### src/rtl/core/cptp_pkg.sv
package cptp_pkg;

    // Default table size and counter width
    localparam int NUM_TASKS_DEF    = 16;
    localparam int COUNTER_BITS_DEF = 16;

    // Item kinds carried on s_tuser
    localparam logic [1:0] KIND_LOAD     = 2'd0;
    localparam logic [1:0] KIND_SIGNAL   = 2'd1;
    localparam logic [1:0] KIND_SCHEDULE = 2'd2;

    // Task status codes
    localparam logic [2:0] ST_RUNNABLE      = 3'd1;
    localparam logic [2:0] ST_RUNNING       = 3'd2;
    localparam logic [2:0] ST_INTERRUPTIBLE = 3'd3;

    // Highest signal number that can be posted
    localparam logic [5:0] SIG_LIMIT = 6'd32;

    // Sequencer states
    typedef enum logic [2:0] {
        S_IDLE,
        S_SIGNAL,
        S_WAKE,
        S_RECHARGE,
        S_FINISH,
        S_DONE
    } state_t;

    // Per-field write enables into the task table
    typedef struct packed {
        logic used;
        logic id;
        logic status;
        logic counter;
        logic prio;
        logic mask;
    } tbl_wen_t;

endpackage

### src/rtl/core/cptp_table.sv
module cptp_table #(
    parameter int NUM_TASKS    = cptp_pkg::NUM_TASKS_DEF,
    parameter int COUNTER_BITS = cptp_pkg::COUNTER_BITS_DEF,
    parameter int IDX_W        = $clog2(NUM_TASKS)
) (
    input  logic                    clk,
    input  logic                    rst_n,
    input  logic [IDX_W-1:0]        rd_addr,
    input  cptp_pkg::tbl_wen_t      wen,
    input  logic [IDX_W-1:0]        wr_addr,
    input  logic                    wr_used,
    input  logic [15:0]             wr_id,
    input  logic [2:0]              wr_status,
    input  logic [COUNTER_BITS-1:0] wr_counter,
    input  logic [7:0]              wr_prio,
    input  logic [31:0]             wr_mask,
    output logic                    rd_used,
    output logic [15:0]             rd_id,
    output logic [2:0]              rd_status,
    output logic [COUNTER_BITS-1:0] rd_counter,
    output logic [7:0]              rd_prio,
    output logic [31:0]             rd_mask
);
    import cptp_pkg::*;

    // Used bits live in flip-flops so that reset empties the table at once
    logic [NUM_TASKS-1:0] used_reg;

    // Remaining fields are plain memories, undefined until loaded
    logic [15:0]             id_mem      [NUM_TASKS];
    logic [2:0]              status_mem  [NUM_TASKS];
    logic [COUNTER_BITS-1:0] counter_mem [NUM_TASKS];
    logic [7:0]              prio_mem    [NUM_TASKS];
    logic [31:0]             mask_mem    [NUM_TASKS];

    logic                    rd_used_reg;
    logic [15:0]             rd_id_reg;
    logic [2:0]              rd_status_reg;
    logic [COUNTER_BITS-1:0] rd_counter_reg;
    logic [7:0]              rd_prio_reg;
    logic [31:0]             rd_mask_reg;

    // Update used bits
    always_ff @(posedge clk or negedge rst_n)
    begin
        if (!rst_n)
        begin
            used_reg <= '0;
        end
        else if (wen.used)
        begin
            used_reg[wr_addr] <= wr_used;
        end
    end

    // Write the field memories
    always_ff @(posedge clk)
    begin
        if (wen.id)
        begin
            id_mem[wr_addr] <= wr_id;
        end
        if (wen.status)
        begin
            status_mem[wr_addr] <= wr_status;
        end
        if (wen.counter)
        begin
            counter_mem[wr_addr] <= wr_counter;
        end
        if (wen.prio)
        begin
            prio_mem[wr_addr] <= wr_prio;
        end
        if (wen.mask)
        begin
            mask_mem[wr_addr] <= wr_mask;
        end
    end

    // Registered read of one entry per cycle
    always_ff @(posedge clk)
    begin
        rd_used_reg    <= used_reg[rd_addr];
        rd_id_reg      <= id_mem[rd_addr];
        rd_status_reg  <= status_mem[rd_addr];
        rd_counter_reg <= counter_mem[rd_addr];
        rd_prio_reg    <= prio_mem[rd_addr];
        rd_mask_reg    <= mask_mem[rd_addr];
    end

    assign rd_used    = rd_used_reg;
    assign rd_id      = rd_id_reg;
    assign rd_status  = rd_status_reg;
    assign rd_counter = rd_counter_reg;
    assign rd_prio    = rd_prio_reg;
    assign rd_mask    = rd_mask_reg;

endmodule

### src/rtl/core/counter_priority_task_picker.sv
// Counter-based task picker. A table of NUM_TASKS task slots (pid, status,
// time counter, priority, pending-signal mask) is written by load
// transactions, updated by signal transactions and scanned by schedule
// transactions, which wake interruptible tasks with pending signals, pick the
// runnable task with the largest counter (lowest slot on a tie), recharge the
// counters of all used slots by priority when the best counter is zero, pick
// again and mark the pick running. Every input transaction gives exactly one
// output transaction; only schedule results carry non-zero fields. The table
// is read through a single port, one slot per cycle, and each scan pass reads
// every slot in turn. The block takes one input transaction at a time and
// holds s_tready low while it works.
module counter_priority_task_picker #(
    parameter int NUM_TASKS    = cptp_pkg::NUM_TASKS_DEF,
    parameter int COUNTER_BITS = cptp_pkg::COUNTER_BITS_DEF
) (
    input  logic        clk,
    input  logic        rst_n,
    input  logic        s_tvalid,
    output logic        s_tready,
    // slot[3:0], entry_used[4], pid[20:5], entry_status[23:21],
    // entry_counter[39:24], entry_priority[47:40], entry_signals[79:48],
    // signal_number[85:80], zero fill [87:86]
    input  logic [87:0] s_tdata,
    // kind[1:0]
    input  logic [1:0]  s_tuser,
    output logic        m_tvalid,
    input  logic        m_tready,
    // chosen_slot[3:0], chose_idle[4], recharged[5], stuck[6], zero fill [7]
    output logic [7:0]  m_tdata
);
    import cptp_pkg::*;

    localparam int IDX_W = $clog2(NUM_TASKS);
    localparam int SUM_W = ((COUNTER_BITS > 8) ? COUNTER_BITS : 8) + 1;
    localparam logic [IDX_W-1:0] LAST_IDX = IDX_W'(NUM_TASKS - 1);

    // Input fields
    logic [3:0]  slot_in;
    logic        used_in;
    logic [15:0] pid_in;
    logic [2:0]  status_in;
    logic [15:0] counter_in;
    logic [7:0]  prio_in;
    logic [31:0] signals_in;
    logic [5:0]  signo_in;
    logic        accept;
    logic        sig_ok;

    assign slot_in    = s_tdata[3:0];
    assign used_in    = s_tdata[4];
    assign pid_in     = s_tdata[20:5];
    assign status_in  = s_tdata[23:21];
    assign counter_in = s_tdata[39:24];
    assign prio_in    = s_tdata[47:40];
    assign signals_in = s_tdata[79:48];
    assign signo_in   = s_tdata[85:80];

    assign accept = s_tvalid && s_tready;
    assign sig_ok = (signo_in >= 6'd1) && (signo_in <= SIG_LIMIT);

    // Sequencer and datapath registers
    state_t                  state_reg, state_next;
    logic [IDX_W-1:0]        idx_reg, idx_next;
    logic                    iss_reg, iss_next;
    logic                    pv_reg, pv_next;
    logic [IDX_W-1:0]        pidx_reg, pidx_next;
    logic [IDX_W-1:0]        best_reg, best_next;
    logic                    bvld_reg, bvld_next;
    logic [COUNTER_BITS-1:0] top_reg, top_next;
    logic                    rech_reg, rech_next;
    logic                    stuck_reg, stuck_next;
    logic                    idle_reg, idle_next;
    logic [3:0]              chosen_reg, chosen_next;
    logic [15:0]             pid_reg, pid_next;
    logic [31:0]             sbit_reg, sbit_next;
    logic                    mvalid_reg, mvalid_next;
    logic [7:0]              mdata_reg, mdata_next;

    // Table ports
    tbl_wen_t                wen;
    logic [IDX_W-1:0]        wr_addr;
    logic                    wr_used;
    logic [15:0]             wr_id;
    logic [2:0]              wr_status;
    logic [COUNTER_BITS-1:0] wr_counter;
    logic [7:0]              wr_prio;
    logic [31:0]             wr_mask;
    logic                    rd_used;
    logic [15:0]             rd_id;
    logic [2:0]              rd_status;
    logic [COUNTER_BITS-1:0] rd_counter;
    logic [7:0]              rd_prio;
    logic [31:0]             rd_mask;

    // Scan helpers
    logic                    pass_end;
    logic [2:0]              eff_status;
    logic [SUM_W-1:0]        sum;
    logic [COUNTER_BITS-1:0] new_counter;

    cptp_table #(
        .NUM_TASKS    (NUM_TASKS),
        .COUNTER_BITS (COUNTER_BITS),
        .IDX_W        (IDX_W)
    ) u_table (
        .clk        (clk),
        .rst_n      (rst_n),
        .rd_addr    (idx_reg),
        .wen        (wen),
        .wr_addr    (wr_addr),
        .wr_used    (wr_used),
        .wr_id      (wr_id),
        .wr_status  (wr_status),
        .wr_counter (wr_counter),
        .wr_prio    (wr_prio),
        .wr_mask    (wr_mask),
        .rd_used    (rd_used),
        .rd_id      (rd_id),
        .rd_status  (rd_status),
        .rd_counter (rd_counter),
        .rd_prio    (rd_prio),
        .rd_mask    (rd_mask)
    );

    assign s_tready = (state_reg == S_IDLE);
    assign m_tvalid = mvalid_reg;
    assign m_tdata  = mdata_reg;
    assign pass_end = pv_reg && (pidx_reg == LAST_IDX);

    // Saturating recharge of the slot under scan
    always_comb
    begin
        sum = SUM_W'(rd_counter) + SUM_W'(rd_prio);
        if (sum[SUM_W-1:COUNTER_BITS] != '0)
        begin
            new_counter = '1;
        end
        else
        begin
            new_counter = sum[COUNTER_BITS-1:0];
        end
    end

    // Next state
    always_comb
    begin
        state_next = state_reg;
        unique case (state_reg)
            S_IDLE:
            begin
                if (s_tvalid)
                begin
                    if (s_tuser == KIND_SCHEDULE)
                    begin
                        state_next = S_WAKE;
                    end
                    else if (s_tuser == KIND_SIGNAL && sig_ok)
                    begin
                        state_next = S_SIGNAL;
                    end
                    else
                    begin
                        state_next = S_DONE;
                    end
                end
            end
            S_SIGNAL:
            begin
                if (pass_end)
                begin
                    state_next = S_DONE;
                end
            end
            S_WAKE:
            begin
                if (pass_end)
                begin
                    state_next = rech_next ? S_RECHARGE : S_FINISH;
                end
            end
            S_RECHARGE:
            begin
                if (pass_end)
                begin
                    state_next = S_FINISH;
                end
            end
            S_FINISH:
            begin
                state_next = S_DONE;
            end
            S_DONE:
            begin
                if (!mvalid_reg || m_tready)
                begin
                    state_next = S_IDLE;
                end
            end
            default:
            begin
                state_next = S_IDLE;
            end
        endcase
    end

    // Datapath, table writes and result
    always_comb
    begin
        idx_next    = idx_reg;
        iss_next    = iss_reg;
        pv_next     = 1'b0;
        pidx_next   = pidx_reg;
        best_next   = best_reg;
        bvld_next   = bvld_reg;
        top_next    = top_reg;
        rech_next   = rech_reg;
        stuck_next  = stuck_reg;
        idle_next   = idle_reg;
        chosen_next = chosen_reg;
        pid_next    = pid_reg;
        sbit_next   = sbit_reg;
        mvalid_next = mvalid_reg;
        mdata_next  = mdata_reg;
        eff_status  = rd_status;

        wen        = '0;
        wr_addr    = pidx_reg;
        wr_used    = used_in;
        wr_id      = pid_in;
        wr_status  = status_in;
        wr_counter = COUNTER_BITS'(counter_in);
        wr_prio    = prio_in;
        wr_mask    = rd_mask | sbit_reg;

        // Drop the result once taken
        if (m_tready)
        begin
            mvalid_next = 1'b0;
        end

        // Advance the read address through the table
        if (iss_reg)
        begin
            pv_next   = 1'b1;
            pidx_next = idx_reg;
            if (idx_reg == LAST_IDX)
            begin
                iss_next = 1'b0;
            end
            else
            begin
                idx_next = idx_reg + 1'b1;
            end
        end

        unique case (state_reg)
            S_IDLE:
            begin
                if (accept)
                begin
                    rech_next   = 1'b0;
                    stuck_next  = 1'b0;
                    idle_next   = 1'b0;
                    chosen_next = '0;
                    pid_next    = pid_in;
                    sbit_next   = 32'd1 << 5'(signo_in - 6'd1);
                    if (s_tuser == KIND_LOAD && {28'd0, slot_in} < 32'(NUM_TASKS))
                    begin
                        wen     = '1;
                        wr_addr = IDX_W'(slot_in);
                        wr_mask = signals_in;
                    end
                    if (s_tuser == KIND_SCHEDULE || (s_tuser == KIND_SIGNAL && sig_ok))
                    begin
                        idx_next  = '0;
                        iss_next  = 1'b1;
                        bvld_next = 1'b0;
                        top_next  = '0;
                    end
                end
            end
            S_SIGNAL:
            begin
                // Post the signal to every used slot with the target pid
                if (pv_reg && rd_used && rd_id == pid_reg)
                begin
                    wen.mask = 1'b1;
                end
            end
            S_WAKE:
            begin
                if (pv_reg)
                begin
                    // Wake interruptible tasks with pending signals
                    if (rd_used && rd_mask != '0 && rd_status == ST_INTERRUPTIBLE)
                    begin
                        wen.status = 1'b1;
                        wr_status  = ST_RUNNABLE;
                        eff_status = ST_RUNNABLE;
                    end
                    // Keep the best runnable counter, first slot wins a tie
                    if (rd_used && eff_status == ST_RUNNABLE &&
                        (!bvld_reg || rd_counter > top_reg))
                    begin
                        bvld_next = 1'b1;
                        best_next = pidx_reg;
                        top_next  = rd_counter;
                    end
                end
                if (pass_end && bvld_next && top_next == '0)
                begin
                    rech_next = 1'b1;
                    idx_next  = '0;
                    iss_next  = 1'b1;
                    bvld_next = 1'b0;
                    top_next  = '0;
                end
            end
            S_RECHARGE:
            begin
                if (pv_reg && rd_used)
                begin
                    wen.counter = 1'b1;
                    wr_counter  = new_counter;
                    if (rd_status == ST_RUNNABLE && (!bvld_reg || new_counter > top_reg))
                    begin
                        bvld_next = 1'b1;
                        best_next = pidx_reg;
                        top_next  = new_counter;
                    end
                end
                if (pass_end && bvld_next && top_next == '0)
                begin
                    stuck_next = 1'b1;
                end
            end
            S_FINISH:
            begin
                // Mark the pick running, or fall back to idle
                if (bvld_reg && !stuck_reg)
                begin
                    wen.status  = 1'b1;
                    wr_addr     = best_reg;
                    wr_status   = ST_RUNNING;
                    chosen_next = 4'(best_reg);
                    idle_next   = 1'b0;
                end
                else
                begin
                    chosen_next = '0;
                    idle_next   = 1'b1;
                end
            end
            S_DONE:
            begin
                if (!mvalid_reg || m_tready)
                begin
                    mvalid_next = 1'b1;
                    mdata_next  = {1'b0, stuck_reg, rech_reg, idle_reg, chosen_reg};
                end
            end
            default:
            begin
                wen = '0;
            end
        endcase
    end

    // Control registers
    always_ff @(posedge clk or negedge rst_n)
    begin
        if (!rst_n)
        begin
            state_reg  <= S_IDLE;
            iss_reg    <= 1'b0;
            pv_reg     <= 1'b0;
            mvalid_reg <= 1'b0;
        end
        else
        begin
            state_reg  <= state_next;
            iss_reg    <= iss_next;
            pv_reg     <= pv_next;
            mvalid_reg <= mvalid_next;
        end
    end

    // Payload registers
    always_ff @(posedge clk)
    begin
        idx_reg    <= idx_next;
        pidx_reg   <= pidx_next;
        best_reg   <= best_next;
        bvld_reg   <= bvld_next;
        top_reg    <= top_next;
        rech_reg   <= rech_next;
        stuck_reg  <= stuck_next;
        idle_reg   <= idle_next;
        chosen_reg <= chosen_next;
        pid_reg    <= pid_next;
        sbit_reg   <= sbit_next;
        mdata_reg  <= mdata_next;
    end

`ifndef NO_ASSERTIONS
    // A stuck schedule has always recharged and run idle
    a_stuck_flags: assert property (@(posedge clk) disable iff (!rst_n)
        m_tvalid && m_tdata[6] |-> m_tdata[5] && m_tdata[4])
        else $error("stuck result without recharge and idle");

    // Idle results carry slot zero
    a_idle_slot: assert property (@(posedge clk) disable iff (!rst_n)
        m_tvalid && m_tdata[4] |-> m_tdata[3:0] == 4'd0)
        else $error("idle result with non-zero slot");

    // Table reads are only in flight during a scan pass
    a_scan_state: assert property (@(posedge clk) disable iff (!rst_n)
        pv_reg |-> state_reg == S_SIGNAL || state_reg == S_WAKE ||
                   state_reg == S_RECHARGE)
        else $error("table read outside a scan pass");

    // The sequencer leaves idle after every accepted input transaction
    a_accept_idle: assert property (@(posedge clk) disable iff (!rst_n)
        accept |=> state_reg != S_IDLE)
        else $error("sequencer did not leave idle after an input transaction");
`endif

endmodule

### config.mk
export PLATFORM = sky130hd
export DESIGN_NAME = counter_priority_task_picker
export DESIGN_NICKNAME = d
export VERILOG_FILES = /design/src/rtl/core/cptp_pkg.sv /design/src/rtl/core/cptp_table.sv /design/src/rtl/core/counter_priority_task_picker.sv
export SDC_FILE = /design/constraint.sdc
export NUM_CORES = 2
export LEC_CHECK = 0
export BUFFER_PORTS_ARGS = -buffer_cell sky130_fd_sc_hd__buf_2
export CAP_MARGIN = 20
export CORE_AREA = 4 4 376 378
export DETAILED_ROUTE_END_ITERATION = 8
export DIE_AREA = 0 0 380 382
export GPL_ROUTABILITY_DRIVEN = 0
export HOLD_SLACK_MARGIN = 0.12
export PLACE_DENSITY = 0.66
export SLEW_MARGIN = 5
export SYNTH_ARGS = -nofsm -noshare
export SYNTH_HDL_FRONTEND = slang
export SYNTH_SLANG_ARGS = --single-unit
### constraint.sdc
create_clock -name clk -period 7.7 [get_ports clk]
set_input_delay 0.385 -clock clk [delete_from_list [all_inputs] [get_ports clk]]
set_output_delay 0.385 -clock clk [all_outputs]
set_load 0.05 [all_outputs]
# --- Word level (Yosys, flattened, before mapping) ---
# Memory sizes are Yosys's and may differ from the RTL's. A register that Yosys moved wholly into a read port is not among the register bits.
# Index checks and enable logic that the tools add are counted.
totals:
  reg_bits: 114
  ramBits: 1200
  output_inout_bits: 10
  wordCells: 205
  n_memories: 5
op_classes:
  n_addsub: 3
  n_lt_le_gt_ge: 7
  eq_ne: 25
  n_shift: 1
  mux: 105
  bitwise: 1
  n_reduce_logical: 40
mem_list:
  columns: ["name", "words", "width", "rd", "rd_clocked_by_memory_dff", "wr", "line_no", "source"]
  rows:
  - ["u_table.mask_mem", 16, 32, 1, 1, 1, "cptp_table.sv:34", "logic [31:0] mask_mem [NUM_TASKS];"]
  - ["u_table.counter_mem", 16, 16, 1, 1, 1, "cptp_table.sv:32", "logic [COUNTER_BITS-1:0] counter_mem [NUM_TASKS];"]
  - ["u_table.id_mem", 16, 16, 1, 1, 1, "cptp_table.sv:30", "logic [15:0] id_mem [NUM_TASKS];"]
  - ["u_table.prio_mem", 16, 8, 1, 1, 1, "cptp_table.sv:33", "logic [7:0] prio_mem [NUM_TASKS];"]
  - ["u_table.status_mem", 16, 3, 1, 1, 1, "cptp_table.sv:31", "logic [2:0] status_mem [NUM_TASKS];"]
op_table:
  columns: ["operator", "n"]
  rows:
  - ["$mux 16", 12]
  - ["$mux 32", 3]
  - ["$mux 4", 14]
  - ["$pmux 16 s3", 1]
  - ["$mux 3", 14]
  - ["$mux 1", 41]
  - ["$gt 16x16->1", 2]
  - ["$logic_not 16->1", 2]
  - ["$or 32x32->32", 1]
  - ["$pmux 4 s2", 4]
  - ["$reduce_bool 32->1", 1]
  - ["$shl 1x5->32 const A", 1]
  - ["$ne 2x2->1 const B", 10]
  - ["$pmux 3 s6", 1]
  - ["$add 16x8->17", 1]
  - ["$logic_and 1x1->1", 17]
  - ["$bwmux 16", 1]
  - ["$eq 16x16->1", 1]
  - ["$mux 6", 2]
  - ["$pmux 1 s2", 6]
  - ["$lt 4x5->1 const B", 2]
  - ["$reduce_and 5->1", 2]
  - ["$eq 3x1->1 const B", 3]
  - ["$eq 3x2->1 const B", 3]
  - ["23 further kinds", 37]

# --- Depth between registers and ports, before layout ---
depth:
  ltp_word: 19
  ltp_mapped: 17

# --- By module ---
# From an unflattened synthesis, not the netlist that was laid out.
hier_totals:
  cells_unflattened: 2798
  area_unflattened_um2: 54527.3
by_module_without_submodules:
  columns: ["module", "n_inst", "cells_per_inst", "area_each_um2", "seq_area_each_um2"]
  rows:
  - ["cptp_table", 1, 2069, 47743.3, 37956.4]
  - ["counter_priority_task_picker", 1, 729, 6784.0, 2832.7]

# --- Worst setup path before layout ---
# Ideal clock, no wire load.
synth_path:
  path_type: "flip-flop to flip-flop"
  from: "register u_table.rd_counter_reg[0], in the netlist u_table.rd_counter[0] (read register of u_table.counter_mem)"
  to: "register stuck_reg (enable)"
  t_arrival_ns: 3.883
  t_required_ns: 7.398
  path_slack_ns: 3.515
  path_stages_with_launch: 18
  synth_period_minus_slack_ns: 4.185
  path_cell_list: "dfxtp_1 ha_1 fa_1 a211oi_2 o211ai_2 nand3b_1 nand2_1 mux2_4 ha_1 and4_1 nand4_1 a21o_1 a31oi_1 inv_1 clkbuf_1 nor3_1 o21ai_1 o21ai_1"
synth_between:
  elab_chain_cells: 12
  word_cells_on_any_way: 16
  classes_between: "add/sub: 1; order compare: 1; eq/ne: 1; mux: 7; reduce/logical: 6"
synth_rtl:
  columns: ["element", "line_no", "source"]
  rows:
  - ["start, declared", "cptp_table.sv:39", "logic [COUNTER_BITS-1:0] rd_counter_reg;"]
  - ["$add 16x8->17 (*)", "counter_priority_task_picker.sv:133", "sum = SUM_W'(rd_counter) + SUM_W'(rd_prio);"]
  - ["$mux 16 (*)", "counter_priority_task_picker.sv:134", "if (sum[SUM_W-1:COUNTER_BITS] != '0)"]
  - ["$gt 16x16->1", "counter_priority_task_picker.sv:325", "if (rd_status == ST_RUNNABLE && (!bvld_reg || new_counter > top_reg))"]
  - ["$logic_or 1x1->1", "counter_priority_task_picker.sv:325", null]
  - ["$logic_and 1x1->1", "counter_priority_task_picker.sv:325", null]
  - ["$mux 16 or $mux 1 (tied branches)", "counter_priority_task_picker.sv:325", null]
  - ["$mux 16 or $mux 1 (tied branches)", "counter_priority_task_picker.sv:321", "if (pv_reg && rd_used)"]
  - ["$mux 16 or $mux 1 (tied branches)", "counter_priority_task_picker.sv:256", "unique case (state_reg)"]
  - ["$logic_not 16->1 or $logic_and 1x1->1 (tied branches)", "counter_priority_task_picker.sv:332", "if (pass_end && bvld_next && top_next == '0)"]
  - ["$logic_and 1x1->1 (*)", "counter_priority_task_picker.sv:332", null]
  - ["$ne 2x2->1 (no line) (*)", null, null]
  - ["$reduce_and 3->1 (no line) (*)", null, null]
  - ["end signal, assigned", "counter_priority_task_picker.sv:397", "stuck_reg <= stuck_next;"]
  - ["end, declared", "counter_priority_task_picker.sv:71", "logic stuck_reg, stuck_next;"]
# Mark *: on every way between the ends. The rest lies on a longest branch, timed or not. The select of a mux whose other input is x is not followed.
# A chain may end at the register's enable or synchronous reset.

# --- Worst setup path after layout ---
layout_path:
  from: "register state_reg[2]"
  to: "memory u_table.mask_mem[1][14] (enable)"
layout_between:
  elab_chain_cells: 6
  word_cells_on_any_way: 10
  classes_between: "eq/ne: 2; mux: 6; reduce/logical: 2"
layout_rtl:
  columns: ["element", "line_no", "source"]
  rows:
  - ["start, declared", "counter_priority_task_picker.sv:62", "state_t state_reg, state_next;"]
  - ["start signal, assigned", "counter_priority_task_picker.sv:381", "state_reg <= state_next;"]
  - ["$logic_not 3->1", "counter_priority_task_picker.sv:125, counter_priority_task_picker.sv:256", null]
  - ["$logic_and 1x1->1", "counter_priority_task_picker.sv:58", "assign accept = s_tvalid && s_tready;"]
  - ["$mux 6", "counter_priority_task_picker.sv:259", "if (accept)"]
  - ["$pmux 1 s2", "counter_priority_task_picker.sv:256", null]
  - ["$mux 1", "cptp_table.sv:75", "if (wen.mask)"]
  - ["$mux 1 (not written as such)", "cptp_table.sv:77", "mask_mem[wr_addr] <= wr_mask;"]
  - ["end, declared", "cptp_table.sv:34", null]
# Parallel ways exist; a longest one is shown, timed or not.

==> key figures <==
Drt
  – Routed via count: 29600
  – Final WL: roughly 130000 um
  – Pre-Repair DR Iteration Count: 6
  – DRT iter0 DRCs: 3064
  – DR DRC count: 0
  – Final ANT Viol Nets: 0
  – Routed len/inst: 25.2 um
  – Vias per Instance: 5.63

Yosys
  – Register area share after synthesis: 74.2%
  – Syn_nets: 3302
  – Syn_area_per_cell: roughly 17 um^2
  – Syn Inst Count: 3166
  – Seq cells post-synth: ~1400
  – Mapped Area: 55000 um^2
  – Main synth FF type: edfxtp_1
  – Asr flop ratio synth: 1.58%
  – Unique masters post-synth: between 70 and 80
  – Post-synth EDFFs: between 1000 and 1500
  – Synth warn: 0

STA
  – Min Tclk post-route: about 4.7 ns
  – Final worst-path cycle share: 61.5%
  – Final TNS setup: 0 ns
  – Fmax: around 210 MHz
  – Final hold vios: 0
  – Final setup vio count: 0
  – Final Max Slew Viols: 0
  – Headroom to the max-slew limit: 24.7%
  – Worst Tran Pin Value: roughly 1.1 ns
  – RSZ-0062 raised after global routing: no
  – Clk_skew: 0.0309 ns

Clock tree
  – # clock sinks: 1389
  – CTS tree: built
  – H-tree depth: 4
  – Resized Gates After CTS: 0
  – Post-CTS Repair Setup Buffers: 0
  – Clock Path Buffers: 3
  – Worst-path clk slew: about 0.06 ns
  – Hold buffers post-CTS: 30
  – Clk_lat worst skew: 0.77 ns
  – Root Driver: clkbuf_16
  – CTS buffer count: around 140

Global route
  – First-pass GRT wire length: 195000 um
  – GRT Total Usage: 18.0%
  – Grt ovf: 0
  – Initial antenna violation count: 16
  – Largest net degree at the start of global routing: 157
  – Vias in the first global route: slightly below 30000

Layout
  – Area Growth Syn to Fin: 14.2%
  – Reg with most FFs: u_table.mask_mem
  – Layout cells sized above 1: 20.2%
  – Fin nets: 3478
  – Max reg flops: about 510
  – Regs by FF count: u_table.mask_mem (512), u_table.counter_mem (256), u_table.id_mem (256)
  – Layout fillers: about 12000

Floorplan
  – Starting Density: 40.0%
  – Chip width: 380 um
  – Ports: 104
  – Row count: ~140
  – Core ar.: 137000 um^2
  – Die area: 145000 um^2
  – Die Ht: ~380 um

Critical path
  – Worst Path Class, Setup: flip-flop to flip-flop
  – Crit path DAT: around 5.1 ns
  – R2R Setup Slk: 2.97 ns
  – CP Data Required Time: between 8 and 9 ns
  – Max stage delay on crit path: 0.71 ns
  – Nature of the critical path endpoint: flip-flop
  – CP Launch Type: flip-flop
  – Worst Path Max Fanout: between 40 and 50
  – Slowest CP cell: nor2_4
  – Worst-path cell chain: or4b_4 -> nor3_4 -> buf_4 -> nor2_2 -> a221o_1 -> nor2_2 -> nand2_1 -> nor2_4 -> buf_4

Pwr
  – Leak: 20.7 nW
  – P per Cell Area: roughly 350 nW/um^2
  – Peak VDD IR: 309 uV
  – Total power: 22.3 mW

Flow run
  – Max-Cap Viols: 0

Place
  – Buffers added on ports: 100
  – HPWL after detailed placement: approximately 72000 um

Outcome
  – Status: completed

Min path
  – HP Class: input pin to asynchronous set/reset pin
[kinds of logic after synthesis]
group	count (synthesis)	share of synthesized area, %
compound gates	538	6.20
xor+xnor	24	0.382
fa+ha+maj	42	0.969
buf+inv	191	1.34
flops	1389	74.2
mux	509	13.0
other cells	1	0.00682
simple gates	472	3.97
[cells in the final DEF, fill, tap and decap left out, drive strengths merged, types with 13 or more instances in the layout]
master and count:
a21oi 113, a221oi 80, a22oi 77, buf 167
clkbuf 196, clkinv 46, dfrtp 22, dfxtp 81
dlygate4sd3 30, edfxtp 1286, ha 41, inv 33
mux2 112, mux2i 245, mux4 152, nand2 192
nand3 13, nor2 159, nor3 14, nor4 18
o21ai 208, xnor2 22
[report_power, final]
part	internal, mW	switching, mW
clock network	3.75	2.88
registers	8.93	0.397
logic	2.40	3.92
[per-layer routing]
layer  global-route usage [%]  vias to the layer above  wire [um]
li1                         -                    13000          -
met3                     3.26                      196       9970
met2                     28.7                     1139      62700
met1                     25.7                    15200      57300
met4                     4.52                        0       2470
met5                        0                        -          0
[synth_stat cells, drive strengths merged, types with 22 or more instances]
| cell | instances | share of area [%] |
|---|---|---|
| a21oi | 113 | 1.0 |
| a221oi | 80 | 1.3 |
| a22oi | 77 | 1.1 |
| buf | 50 | 0.37 |
| clkbuf | 115 | 0.78 |
| dfrtp | 22 | 1.0 |
| dfxtp | 81 | 2.9 |
| edfxtp | 1286 | 70 |
| ha | 41 | 0.93 |
| inv | 26 | 0.18 |
| mux2 | 112 | 2.3 |
| mux2i | 245 | 4.5 |
| mux4 | 152 | 6.2 |
| nand2 | 192 | 1.3 |
| nor2 | 159 | 1.2 |
| o21ai | 208 | 1.9 |
| xnor2 | 22 | 0.35 |
[path summary, 6_finish.rpt]
check | depth (start not counted) | end | start
min in group clk | 5 | state_reg[1]$_DFFE_PN0P_ | s_tuser[1]
max reg2reg | 9 | u_table.mask_mem[1][14]$_DFFE_PP_ | state_reg[2]$_DFFE_PN0P_
min | 2 | u_table.used_reg[15]$_DFFE_PN0P_ | rst_n
max in group asynchronous | 2 | state_reg[1]$_DFFE_PN0P_ | rst_n
max | 9 | u_table.mask_mem[1][14]$_DFFE_PP_ | state_reg[2]$_DFFE_PN0P_
min reg2reg | 0 | m_tdata[4]$_DFFE_PP_ | idle_reg$_SDFFCE_PN0P_
[area by class of cell]
type                       count  area (um^2)  share of cell area, %
antenna                        1         2.50                0.00398
clock buffer                 196         3890                   6.19
clock inverter                59          628                   1.00
inverter                      26         97.6                  0.155
multi-input combinational   1586        13800                   21.9
sequential                  1389        40800                   64.9
tap                         1794         2240                   3.57
timing repair buffer         197         1390                   2.22
[worst max-delay path, delay by kind of cell (launching register included)]
kind / cells / cell delay (ns)
simple gates: 6 / 2.27
flops: 1 / 0.59
compound gates: 1 / 0.40
buf+inv: 2 / 1.06
[per-stage QoR]
step	std cells	utilization, %	hold WS [ns]	setup WS, ns	area [um^2]
after floorplan	3166	-	0.0894	3.51	55000
after global placement	4960	42.2	0.389	3.14	58000
after detailed placement	4960	42.2	0.406	3.08	58000
after CTS	5245	45.7	0.124	3.05	62800
after global routing	5247	45.7	0.199	2.85	62800
final	5248	45.7	0.149	2.97	62800
Note: power is estimated with default switching activity, not from simulation.
